--- src/rtl/plist_pkg.sv ---
// Shared types and codes for the positional list block.
package plist_pkg;

  localparam int unsigned CAPACITY_DEF = 16;
  localparam int unsigned VAL_W = 32;

  // Request codes carried on the operation port.
  typedef enum logic [1:0] {
    OP_GET    = 2'd0,
    OP_INSERT = 2'd1,
    OP_REMOVE = 2'd2
  } op_t;

  // Result status codes.
  localparam logic [1:0] ST_DONE  = 2'd0;
  localparam logic [1:0] ST_RANGE = 2'd1;
  localparam logic [1:0] ST_FULL  = 2'd2;

  // Read value returned by every request that is not a valid get.
  localparam logic signed [VAL_W-1:0] NO_VALUE = '1;

  // Job handed from the request checker to the sequencer.
  typedef struct packed {
    logic go;
    op_t  op;
    logic shift;
  } job_t;

  // Sequencer status back to the top level.
  typedef struct packed {
    logic busy;
    logic fin;
    logic got;
  } seq_stat_t;

  // Memory port strobes from the sequencer.
  typedef struct packed {
    logic rd_en;
    logic wr_en;
  } mem_ctl_t;

endpackage

--- src/rtl/plist_store.sv ---
// Element memory: one write port and one registered read port.
module plist_store
  import plist_pkg::*;
#(
  parameter int unsigned DEPTH = CAPACITY_DEF,
  localparam int unsigned AW = $clog2(DEPTH)
) (
  input  logic                    clk,
  input  mem_ctl_t                mctl,
  input  logic [AW-1:0]           raddr,
  input  logic [AW-1:0]           waddr,
  input  logic signed [VAL_W-1:0] wdata,
  output logic signed [VAL_W-1:0] rdata
);

  logic signed [VAL_W-1:0] mem [DEPTH];

  always_ff @(posedge clk) begin
    if (mctl.wr_en) begin
      mem[waddr] <= wdata;
    end
  end

  always_ff @(posedge clk) begin
    if (mctl.rd_en) begin
      rdata <= mem[raddr];
    end
  end

endmodule

--- src/rtl/plist_ctrl.sv ---
// Sequencer that walks the element memory one entry a cycle.
module plist_ctrl
  import plist_pkg::*;
#(
  parameter int unsigned DEPTH = CAPACITY_DEF,
  localparam int unsigned AW = $clog2(DEPTH)
) (
  input  logic                    clk,
  input  logic                    rst,
  input  job_t                    job,
  input  logic [AW-1:0]           pos,
  input  logic [AW-1:0]           first,
  input  logic [AW-1:0]           stop,
  input  logic [AW-1:0]           tgt0,
  input  logic signed [VAL_W-1:0] val,
  input  logic signed [VAL_W-1:0] rdata,
  output seq_stat_t               stat,
  output mem_ctl_t                mctl,
  output logic [AW-1:0]           raddr,
  output logic [AW-1:0]           waddr,
  output logic signed [VAL_W-1:0] wdata
);

  typedef enum logic [5:0] {
    S_IDLE  = 6'b000001,
    S_SHIFT = 6'b000010,
    S_DRAIN = 6'b000100,
    S_PUT   = 6'b001000,
    S_READ  = 6'b010000,
    S_FIN   = 6'b100000
  } seq_state_t;

  seq_state_t              state, state_next;
  op_t                     op;
  logic [AW-1:0]           pos_r, stop_r;
  logic [AW-1:0]           addr, wtgt, wq;
  logic                    pend;
  logic signed [VAL_W-1:0] val_r;
  logic [AW-1:0]           step;

  // Shared step unit: walk down for an insert, up for a remove.
  assign step = (op == OP_INSERT) ? addr - AW'(1) : addr + AW'(1);

  always_comb begin
    state_next = state;
    mctl       = '0;
    raddr      = addr;
    waddr      = wq;
    wdata      = rdata;
    unique case (state)
      S_IDLE: begin
        if (job.go) begin
          unique case (job.op)
            OP_GET:    state_next = S_READ;
            OP_INSERT: state_next = job.shift ? S_SHIFT : S_PUT;
            default:   state_next = job.shift ? S_SHIFT : S_FIN;
          endcase
        end
      end
      S_SHIFT: begin
        mctl.rd_en = 1'b1;
        mctl.wr_en = pend;
        if (addr == stop_r) begin
          state_next = S_DRAIN;
        end
      end
      S_DRAIN: begin
        mctl.wr_en = 1'b1;
        state_next = (op == OP_INSERT) ? S_PUT : S_FIN;
      end
      S_PUT: begin
        mctl.wr_en = 1'b1;
        waddr      = pos_r;
        wdata      = val_r;
        state_next = S_FIN;
      end
      S_READ: begin
        mctl.rd_en = 1'b1;
        raddr      = pos_r;
        state_next = S_FIN;
      end
      S_FIN: begin
        state_next = S_IDLE;
      end
      default: begin
        state_next = S_IDLE;
      end
    endcase
  end

  always_ff @(posedge clk) begin
    if (rst) begin
      state <= S_IDLE;
      pend  <= 1'b0;
    end else begin
      state <= state_next;
      if (state == S_IDLE) begin
        pend <= 1'b0;
      end else if (state == S_SHIFT) begin
        pend <= 1'b1;
      end
    end
  end

  // Latch the job and advance the walk pointers.
  always_ff @(posedge clk) begin
    if (state == S_IDLE && job.go) begin
      op     <= job.op;
      pos_r  <= pos;
      stop_r <= stop;
      val_r  <= val;
      addr   <= first;
      wtgt   <= tgt0;
    end else if (state == S_SHIFT) begin
      wq   <= wtgt;
      wtgt <= addr;
      addr <= step;
    end
  end

  assign stat.busy = (state != S_IDLE);
  assign stat.fin  = (state == S_FIN);
  assign stat.got  = (state == S_FIN) && (op == OP_GET);

  a_no_collide: assert property (@(posedge clk) disable iff (rst)
    (mctl.rd_en && mctl.wr_en) |-> (raddr != waddr))
    else $error("read and write hit the same entry");

  a_fin_once: assert property (@(posedge clk) disable iff (rst)
    (state == S_FIN) |=> (state == S_IDLE))
    else $error("finish state held longer than one cycle");

endmodule

--- src/rtl/positional_list_insert_remove_get.sv ---
// Top level of the bounded positional list: request check, count and result.
//
//   channel   | handshake                  | payload
//   ----------+----------------------------+-----------------------------------
//   request   | start in, busy out         | operation, position, value
//   result    | done out (one cycle)       | status, read_value, element_count
//
// A rejected request (bad position, full list, unused code) gives its result
// the cycle after acceptance and never raises busy. A get reads its entry.
// An insert at position p moves each entry from the top down to p up by one,
// then writes the value at p; a remove moves each entry from p + 1 up to the
// top down by one. The single memory port pair moves one entry per cycle.
// The result strobe follows the last busy cycle. Reset clears the count and
// the sequencer; memory needs no clearing. The receiver cannot stall a result.
module positional_list_insert_remove_get
  import plist_pkg::*;
#(
  parameter int unsigned CAPACITY = CAPACITY_DEF
) (
  input  logic                    clk,
  input  logic                    rst,
  input  logic                    start,
  output logic                    busy,
  input  logic [1:0]              operation,
  input  logic [4:0]              position,
  input  logic signed [VAL_W-1:0] value,
  output logic                    done,
  output logic [1:0]              status,
  output logic signed [VAL_W-1:0] read_value,
  output logic [4:0]              element_count
);

  localparam int unsigned AW = $clog2(CAPACITY);
  localparam int unsigned CW = $clog2(CAPACITY + 1);
  localparam int unsigned KW = (CW > 5) ? CW : 5;

  logic [CW-1:0]           count;
  logic                    accept, launch;
  logic [KW-1:0]           pos_x, cnt_x;
  logic                    get_ok, ins_ok, rem_ok, ins_rng, full;
  logic [AW-1:0]           pos_a, pos_p1, cnt_a, cnt_m1;
  job_t                    job;
  seq_stat_t               stat;
  mem_ctl_t                mctl;
  logic [AW-1:0]           first, stop, tgt0, raddr, waddr;
  logic signed [VAL_W-1:0] wdata, rdata;

  assign accept = start && !busy;
  assign busy   = stat.busy;

  // Range and capacity checks on the raw request.
  assign pos_x   = KW'(position);
  assign cnt_x   = KW'(count);
  assign full    = (count == CW'(CAPACITY));
  assign ins_rng = (pos_x > cnt_x);
  assign get_ok  = (operation == OP_GET) && (pos_x < cnt_x);
  assign ins_ok  = (operation == OP_INSERT) && !ins_rng && !full;
  assign rem_ok  = (operation == OP_REMOVE) && (pos_x < cnt_x);
  assign launch  = accept && (get_ok || ins_ok || rem_ok);

  // Walk bounds: an insert reads from the top down to the position,
  // a remove reads from just above the position up to the top.
  assign pos_a  = AW'(position);
  assign pos_p1 = pos_a + AW'(1);
  assign cnt_a  = AW'(count);
  assign cnt_m1 = AW'(count - CW'(1));

  always_comb begin
    job.go    = launch;
    job.op    = op_t'(operation);
    job.shift = 1'b0;
    first     = pos_p1;
    stop      = cnt_m1;
    tgt0      = pos_a;
    if (operation == OP_INSERT) begin
      job.shift = (pos_x != cnt_x);
      first     = cnt_m1;
      stop      = pos_a;
      tgt0      = cnt_a;
    end else if (operation == OP_REMOVE) begin
      job.shift = ((pos_x + KW'(1)) != cnt_x);
    end
  end

  plist_ctrl #(
    .DEPTH (CAPACITY)
  ) u_ctrl (
    .clk   (clk),
    .rst   (rst),
    .job   (job),
    .pos   (pos_a),
    .first (first),
    .stop  (stop),
    .tgt0  (tgt0),
    .val   (value),
    .rdata (rdata),
    .stat  (stat),
    .mctl  (mctl),
    .raddr (raddr),
    .waddr (waddr),
    .wdata (wdata)
  );

  plist_store #(
    .DEPTH (CAPACITY)
  ) u_store (
    .clk   (clk),
    .mctl  (mctl),
    .raddr (raddr),
    .waddr (waddr),
    .wdata (wdata),
    .rdata (rdata)
  );

  // Update the count as soon as a changing request is accepted; the walk
  // that follows never looks at it.
  always_ff @(posedge clk) begin
    if (rst) begin
      count <= '0;
    end else if (launch && ins_ok) begin
      count <= count + CW'(1);
    end else if (launch && rem_ok) begin
      count <= count - CW'(1);
    end
  end

  // Result strobe: drop a rejected transaction straight through, otherwise
  // wait for the sequencer to finish.
  always_ff @(posedge clk) begin
    if (rst) begin
      done <= 1'b0;
    end else begin
      done <= (accept && !launch) || stat.fin;
    end
  end

  always_ff @(posedge clk) begin
    if (accept && !launch) begin
      status        <= ((operation == OP_INSERT) && !ins_rng) ? ST_FULL : ST_RANGE;
      read_value    <= NO_VALUE;
      element_count <= 5'(count);
    end else if (stat.fin) begin
      status        <= ST_DONE;
      read_value    <= stat.got ? rdata : NO_VALUE;
      element_count <= 5'(count);
    end
  end

  a_done_idle: assert property (@(posedge clk) disable iff (rst)
    done |-> !busy)
    else $error("result strobe while a request is still at work");

  a_count_bound: assert property (@(posedge clk) disable iff (rst)
    count <= CW'(CAPACITY))
    else $error("element count beyond capacity");

endmodule
--- config.mk ---
export PLATFORM = sky130hd
export DESIGN_NAME = positional_list_insert_remove_get
export DESIGN_NICKNAME = d
export VERILOG_FILES = /design/src/rtl/plist_pkg.sv /design/src/rtl/plist_store.sv /design/src/rtl/plist_ctrl.sv /design/src/rtl/positional_list_insert_remove_get.sv
export SDC_FILE = /design/constraint.sdc
export NUM_CORES = 1
export LEC_CHECK = 0
export BUFFER_PORTS_ARGS = -buffer_cell sky130_fd_sc_hd__clkbuf_2
export CAP_MARGIN = 40
export CORE_UTILIZATION = 30
export DETAILED_ROUTE_END_ITERATION = 8
export SETUP_SLACK_MARGIN = 0.4
export SLEW_MARGIN = 20
export SYNTH_ARGS = -nofsm -noshare
export SYNTH_HDL_FRONTEND = slang
export SYNTH_SLANG_ARGS = --single-unit
--- constraint.sdc ---
create_clock -name clk -period 4 [get_ports clk]
set_input_delay 0.8 -clock clk [delete_from_list [all_inputs] [get_ports clk]]
set_output_delay 0.8 -clock clk [all_outputs]
set_load 0.02 [all_outputs]
==> results.md, run 1 <==
- Place WS: approximately 0.55 ns
- Hold Violations, Final: 0
- Crit path largest cell delay: 0.59 ns
- Number of DRC markers in iteration 0: 1025
- Root Driver: clkbuf_16
- Worst Setup Slack, final: approximately 0.56 ns
- Tightest slew margin relative to the limit: 0.4832
- Vias per Instance: between 4 and 5
- Clock transition at path regs: 0.06 ns
- # nets final: 1710
- Tightest Pin Transition: approximately 0.77 ns
- IO Pins: 83
- Area of the multi-input gates: between 5000 and 6000 µm²
- Final global-route overflow total: 0
- Fin crit period: approximately 3.4 ns
- Synth Area per Inst: roughly 17 µm²
- Max-slew violation count: 0
- Die Wd: between 200 and 300 µm
- Post-cts gate resize count: 0
- Top-area cell type share of the netlist area: 0.7204
- Worst skew pair latency: ~0.62 ns
- Period utilization: 0.8604
- TritonCTS clock tree: yes
- Final wirelength: roughly 60 mm
- Cells after Synth: between 1500 and 2000
- Sequential area share after synthesis: 0.7561
- Netlist Area Pre-Place: roughly 25000 µm²
- First-pass GRT wire length: 89.33 mm
- Cell Chain, Critical Path: or4_4 > or3b_2 > inv_1 > a21oi_1 > o22ai_1 > nand2_1 > nor2_4 > buf_12
- Crit path kind: register to register
- CP top delay family: simple AND/OR/NAND/NOR gates
- Largest vdd supply drop: 0.2571 mV
- Buffer count from post-CTS setup fixing: 0
- Static Leak: approximately 11 nW
- GPL Wtd Cong: approximately 0.83
- Row cnt: roughly 110
- Final core occ: 0.3617
- Drt wl/cell: around 22 µm
- Ranking of synthesized cells by area: edfxtp_1 72%, mux2i_1 10%, dfxtp_1 3.6%, o22ai_1 3.2%, nand2_1 1.8%
- Crit-path max FO: 20
- Placed wire-length estimate: 37.80 mm
- Finish-stage setup viols: 0
- Core footprint: just over 80000 µm²
- FMAX: 290.6 MHz
- Setup TNS: 0 ns
- Seq. cell area: about 19000 µm²
- Cell area after layout: 29890 µm²
- Leading area contributor after synthesis: edfxtp_1
- # DRC: 0
- Worst min-delay path startpoint: value[9]
- Asr flop ratio synth: 0
- Leading cell type in the layout, fill and taps excluded: edfxtp_1
- Cell count of the worst hold path: 1
- Number of synthesized flops with an enable pin: ~610
- PD cells: between 400 and 500 nW/µm²
- Vias in the first global route: about 14000
- Status: completed
- Worst Path Arrival: 3.74 ns
- Die height: slightly below 300 µm
- CP startpoint kind: register
- RSZ-0062 raised after global routing: no
- Largest net degree at the start of global routing: 58
- Cell Area, Placed: between 20000 and 30000 µm²
- Most frequent cells in the layout: 605 x edfxtp_1, 257 x mux2i_1, 129 x o22ai_1
- Fillcell total: 7557
- Req. time, crit path: 4.30 ns
- Area grow syn2layout: 18.52%
- Num CTS Buffers: 70
- DR pass1 iterations: 5
- Initial Util: 0.3052
- HP Class: input pin to register
- Placed Cells: approximately 2600
- Ys flop type: edfxtp_1
- Slowest cell on crit path: or4_4
- Non-filler cells, final: about 2800
- Synthesized flop and latch total: 650
- WP buf/inv: 2
- I/O Buffers: around 80
- Initial antenna violation count: 0
- Clock Tree Buf Depth: 3
- Tot GR Track Use: 0.1406
- Critical Path Stages: 8
- Worst r2r src: u_ctrl.state[2]$_SDFFE_PP0P_
- Number of diodes: 0
- Cell count of the worst reg-to-reg path: 8
- Synth unique cells: 62
- Hold_buf cts: 0
- Worst Setup SP: u_ctrl.state[2]$_SDFFE_PP0P_
- WHS: around 0.36 ns
- Antenna viol nets, final: 0
- Routed via count: ~14000
- Die ar.: 85220 µm²
- Sink Count: between 600 and 700
- Setup crit end kind: register
- Htree depth: 3
- Max-cap violation count: 0
- Clock Skews: roughly 0.025 ns
- YS warnings: 0
- Tot Pwr: roughly 14 mW
- Syn Nets: around 1600
- Layout cell share with drive strength beyond 1: 0.1781
-- path summary, 6_finish.rpt --
check / to / slack [ns]
worst max-delay path: u_store.mem[12][15]$_DFFE_PP_ / 0.56
worst min-delay path: u_ctrl.val_r[9]$_DFFE_PN_ / 0.36
worst max register to register: u_store.mem[12][15]$_DFFE_PP_ / 0.56
worst min register to register: u_ctrl.wq[0]$_DFFE_PP_ / 0.42
-- per-layer routing --
metal / share of wire / vias to the layer above / global-route usage
li1: - / 6251 / -
met2: 0.51 / 282 / 0.2439
met1: 0.43 / 6905 / 0.1770
met3: 0.043 / 89 / 0.02322
met5: 0 / - / 0
met4: 0.022 / 0 / 0.04814
-- logic make-up (layout without fill, tap and decap cells) --
kind of cell	after synthesis	in the layout	share of synthesized area
DFF	650	650	0.7561
and+or+nand+nor	250	250	0.04957
muxes	262	262	0.1042
adders and majority gates	11	11	0.005755
xor gates and xnor gates	15	15	0.005755
buffers and inverters	98	303	0.01940
AOI/OAI and AO/OA	222	222	0.05914
-- registers in the layout, indices dropped and copies added, names as in the netlist --
register	cells
done	1
u_ctrl.wtgt	4
read_value	32
u_ctrl.pos_r	4
u_ctrl.val_r	32
u_ctrl.stop_r	4
u_ctrl.state	6
u_ctrl.wq	4
element_count	5
u_ctrl.addr	4
status	2
u_store.mem	512
u_ctrl.op	2
cnt_x	5
u_ctrl.pend	1
u_store.rdata	32
-- worst register-to-register path: cells and delay by family (launching register included) --
| family | cells | cell delay (ns) |
|---|---|---|
| buffers and inverters | 2 | 0.46 |
| AND/OR/NAND/NOR | 4 | 1.95 |
| AO/OA/AOI/OAI | 2 | 0.38 |
| flip-flops | 1 | 0.34 |
-- cells in the mapped netlist (3+ instances only) --
cell type / count
edfxtp_1: 605
mux2i_1: 257
o22ai_1: 129
nand2_1: 121
dfxtp_1: 45
nor2_1: 39
clkbuf_1: 34
or4_1: 34
o22a_1: 32
buf_2: 28
a21oi_1: 18
inv_1: 18
o21ai_0: 12
ha_1: 10
nor3_1: 10
xnor2_1: 10
buf_6: 8
a31oi_1: 7
buf_4: 7
nor2b_1: 5
nor4_1: 5
and3_1: 4
mux2_2: 4
nand2b_1: 4
nand3b_1: 4
xor2_1: 4
a21o_1: 3
a31oi_2: 3
and2_1: 3
and3b_1: 3
buf_1: 3
nand4_1: 3
-- where the power goes --
group / switching (mW) / internal (mW) / total, mW
Combinational: 0.380 / 0.252 / 0.632
Sequential: 0.0298 / 7.40 / 7.43
Clock: 2.63 / 3.65 / 6.28
-- layout make-up --
cell class | count | share of cell area
flip-flops and latches | 650 | 0.6380
multi-input cells | 760 | 0.1974
clock buffers | 90 | 0.06493
well taps | 1070 | 0.04479
repair buffers | 157 | 0.04274
clock inverters | 38 | 0.009921
inverters | 18 | 0.002261
No activity file was read; power rests on OpenSTA's default activity.
==> inputs of run 2 (changes only) <==
SYNTH_HIERARCHICAL = 1   (was default)
==> run 2 against run 1 <==
Critical path depth shrank 2. Sequential power hardly changed. Flip-flop and latch count unchanged. Clock skew rose by 0.0019 ns. Synthesized cell count fell by 16%. Highest routed layer unchanged.
==> results.md, run 2 <==
- FMAX: 293.2 MHz (+0.92%)
- HP Class: input pin to register
- Antenna viol nets, final: 0 (unchanged)
- Drt wl/cell: 22.64 µm (+5.1%)
- Clk network pwr share: 0.437 (about the same)
- Met1 Usage GRT: 0.1880 (+0.01101)
- Multiplexer share of the synthesized area: 0.1346 (+0.03033)
- Die Wd: 291.1 µm (-0.28%)
- Req. time, crit path: 4.28 ns (-0.02 ns)
- Crit path kind: register to register
- WHS Endpoint: u_ctrl/val_r[7]$_DFFE_PP_
- Tot GR Track Use: 0.1355 (-0.005029)
- Worst Setup Slack, final: 0.5899 ns (+0.03143 ns)
- Synthesized flop and latch total: 650 (unchanged)
- Place WS: 0.4674 ns (-0.07883 ns)
- Number of DRC markers in iteration 0: 1043 (+1.8%)
- Cell count of the worst reg-to-reg path: 6 (-2)
- Most frequent cells in the layout: 605 x edfxtp_1, 128 x mux4_2, 96 x nand2_1
- # nets final: 1457 (-15%)
- Asr flop ratio synth: 0 (unchanged)
- Vias per Instance: 4.927 (+1.4%)
- Int Pwr: 11.38 mW (+0.68%)
- Worst skew pair latency: 0.59 ns (-0.03 ns)
- Cell Area, Placed: 27340 µm² (-0.54%)
- Fillcell total: 7443 (-1.5%)
- Fin crit period: 3.410 ns (-0.03143 ns)
- Die ar.: 84750 µm² (-0.56%)
- I/O Buffers: 82 (unchanged)
- Ranking of synthesized cells by area: edfxtp_1 72%, mux4_2 11%, dfxtp_1 3.6%, a22oi_1 1.9%, nand2_1 1.5%
- Initial Util: 0.3044 (-0.0007430)
- Clock Tree Buf Depth: 3 (unchanged)
- XOR/XNOR share of the synthesized area: 0.004890 (-0.0008657)
- Top-count cell post-synth: edfxtp_1
- # DRC: 0 (unchanged)
- Die height: 291.1 µm (-0.28%)
- GPL Wtd Cong: 0.7807 (-6.4%)
- Setup crit end kind: register
- Largest net degree at the start of global routing: 53 (-8.6%)
- Buffer count from post-CTS setup fixing: 0 (unchanged)
- Hold Violations, Final: 0 (unchanged)
- WHS: 0.3810 ns (+0.02015 ns)
- Cell count of the worst hold path: 1 (unchanged)
- Grt peak-use layer: met2
- Compound-cell area share of the yosys netlist: 0.04071 (-0.01843)
- Ys flop type: edfxtp_1
- Static Leak: 9.439 nW (-10%)
- Status: completed
- Cell area after layout: 29580 µm² (-1.0%)
- Met3 Track Usage GR: 0.02527 (+0.002058)
- Sw frac: 0.2077 (-0.004573)
- Period utilization: 0.8525 (-0.007857)
- Tightest Pin Transition: 0.7197 ns (-0.05369 ns)
- Number of diodes: 0 (unchanged)
- Finish-stage setup viols: 0 (unchanged)
- YS warnings: 6 (+6)
- Largest vdd supply drop: 0.3125 mV (+22%)
- Top-area cell type share of the netlist area: 0.7245 (+0.004062)
- Max-slew violation count: 0 (unchanged)
- Worst min-delay path startpoint: value[7]
- PD cells: 485.4 nW/µm² (+1.2%)
- Netlist Area Pre-Place: 25080 µm² (-0.56%)
- Num CTS Buffers: 69 (-1.4%)
- Max-cap violation count: 0 (unchanged)
- Clock Skews: 0.02637 ns (+0.001870 ns)
- Sw Pwr: 2.982 mW (-2.1%)
- Hold_buf cts: 0 (unchanged)
- RSZ-0062 raised after global routing: no
- Synth unique cells: 68 (+9.7%)
- Max reg flops: 512 (unchanged)
- Routed via count: 12456 (-7.9%)
- Placed wire-length estimate: 32.92 mm (-13%)
- CP startpoint kind: register
- Simple logic cell fraction of the synthesized area: 0.03887 (-0.01070)
- Worst R2R Setup Slack: 0.59 ns (+0.03 ns)
- Worst Path Arrival: 3.69 ns (-0.05 ns)
- Largest Register: u_store/mem
- Sink Count: 650 (unchanged)
- Crit-path max FO: 12 (-40%)
- Largest family of logic cells by synthesized area: multiplexers
- Clock transition at path regs: 0.06 ns (about the same)
- Synth Area per Inst: 19.79 µm² (+18%)
- Core footprint: 82370 µm² (-0.32%)
- Area grow syn2layout: 17.94%
- Gate power share: 0.045 (about the same)
- Number of synthesized flops with an enable pin: 605 (unchanged)
- Syn Nets: 1319 (-16%)
- Leading area contributor after synthesis: edfxtp_1
- Root Driver: clkbuf_16
- Setup TNS: 0 ns (unchanged)
- Vias in the first global route: 12814 (-9.7%)
- Cells after Synth: 1267 (-16%)
- DR pass1 iterations: 5 (unchanged)
- Initial antenna violation count: 0 (unchanged)
- Worst R2R End: u_store/mem[2][26]$_DFFE_PP_
- Met2 Usage GRT: 0.2188 (-0.02515)
- Final global-route overflow total: 0 (unchanged)
- Top cells by count, synth: 605 x edfxtp_1, 128 x mux4_2, 100 x nand2_1, 65 x a22oi_1, 45 x dfxtp_1
- TritonCTS clock tree: yes
- Row cnt: 105 (unchanged)
- Tightest slew margin relative to the limit: 0.5202 (+0.03704)
- Fraction of the mapped netlist area in adder cells: 0.004990 (-0.0007659)
- Sequential area share after synthesis: 0.7604 (+0.004263)
- Htree depth: 3 (unchanged)
- First-pass GRT wire length: 85.68 mm (-4.1%)
- Post-cts gate resize count: 0 (unchanged)
- Layout cell share with drive strength beyond 1: 0.2922 (+0.1141)
- Sequential share of power: 0.518 (about the same)
- Leading cell type in the layout, fill and taps excluded: edfxtp_1
- Worst r2r src: u_ctrl/state[2]$_SDFFE_PP0P_
- Final wirelength: 57.23 mm (-4.5%)
- IO Pins: 83 (unchanged)
==> run 2: cell count changes after synthesis, moves of 32 or more <==
cell,previous run,this run
o22a_1,32,0
a22oi_1,0,65
o22ai_1,129,31
mux4_2,0,128
or4_1,34,1
mux2i_1,257,3
==> run 2: worst max-delay path, cell delays in order, from the launching register on <==
cell	delay [ns]
dfxtp_1	0.51
or4b_4	0.55
o311ai_0	0.51
buf_4	0.23
or3b_2	0.58
nor2_4	0.48
buf_12	0.23
==> run 2: kinds of logic (layout without fill, tap and decap cells) <==
| logic type | after synthesis | after routing |
|---|---|---|
| compound gates | 142 | 142 |
| buf+inv | 78 | 269 |
| mux | 172 | 172 |
| flops | 650 | 650 |
| xor+xnor | 14 | 14 |
| fa+ha+maj | 10 | 10 |
| simple gates | 201 | 201 |
==> run 2: per-layer routing <==
layer  up-vias  wire (µm)
li1       5481          -
met5         -          0
met1      6559      25380
met3        60       3396
met4         0        849
met2       356      27600
==> run 2: power by group through the flow <==
stage / logic [mW] / registers [mW] / clock network [mW]
2_1_floorplan: 0.427 / 7.58 / 0
3_3_place_gp: 0.641 / 7.58 / 0
3_5_place_dp: 0.648 / 7.58 / 0
4_1_cts: 0.651 / 7.44 / 6.46
5_1_grt: 0.697 / 7.44 / 6.71
6_report: 0.640 / 7.44 / 6.28
==> run 2: area by class of cell <==
type | instances | area, µm² | area share
Sequential cell | 650 | 19070 | 0.6447
Clock inverter | 35 | 332.8 | 0.01125
Inverter | 11 | 41.29 | 0.001396
Clock buffer | 89 | 1906 | 0.06443
Tap cell | 1070 | 1339 | 0.04527
Multi-Input combinational cell | 539 | 5806 | 0.1963
Timing Repair Buffer | 134 | 1084 | 0.03664
==> run 2: worst max-delay path by stage <==
stage | from | to | slack [ns] | cells after the start
floorplan | u_ctrl/state[3]$_SDFFE_PP0P_ | u_store/mem[1][0]$_DFFE_PP_ | 0.17 | 5
global route | u_ctrl/state[3]$_SDFFE_PP0P_ | u_store/mem[2][26]$_DFFE_PP_ | 0.44 | 7
finish | u_ctrl/state[2]$_SDFFE_PP0P_ | u_store/mem[2][26]$_DFFE_PP_ | 0.59 | 6
global placement | position[2] | u_ctrl/addr[2]$_DFFE_PP_ | 0.54 | 10
detailed placement | position[2] | u_ctrl/addr[3]$_DFFE_PP_ | 0.47 | 10
CTS | u_ctrl/state[2]$_SDFFE_PP0P_ | u_store/mem[3][26]$_DFFE_PP_ | 0.60 | 6
==> run 2: per-stage QoR <==
step	util	total power, mW	instances
5_1_grt	0.3590	14.85	2528
3_3_place_gp	0.3315	8.221	2403
2_1_floorplan	-	8.006	1267
4_1_cts	0.3590	14.55	2528
6_report	0.3590	14.36	2528
3_5_place_dp	0.3319	8.229	2404
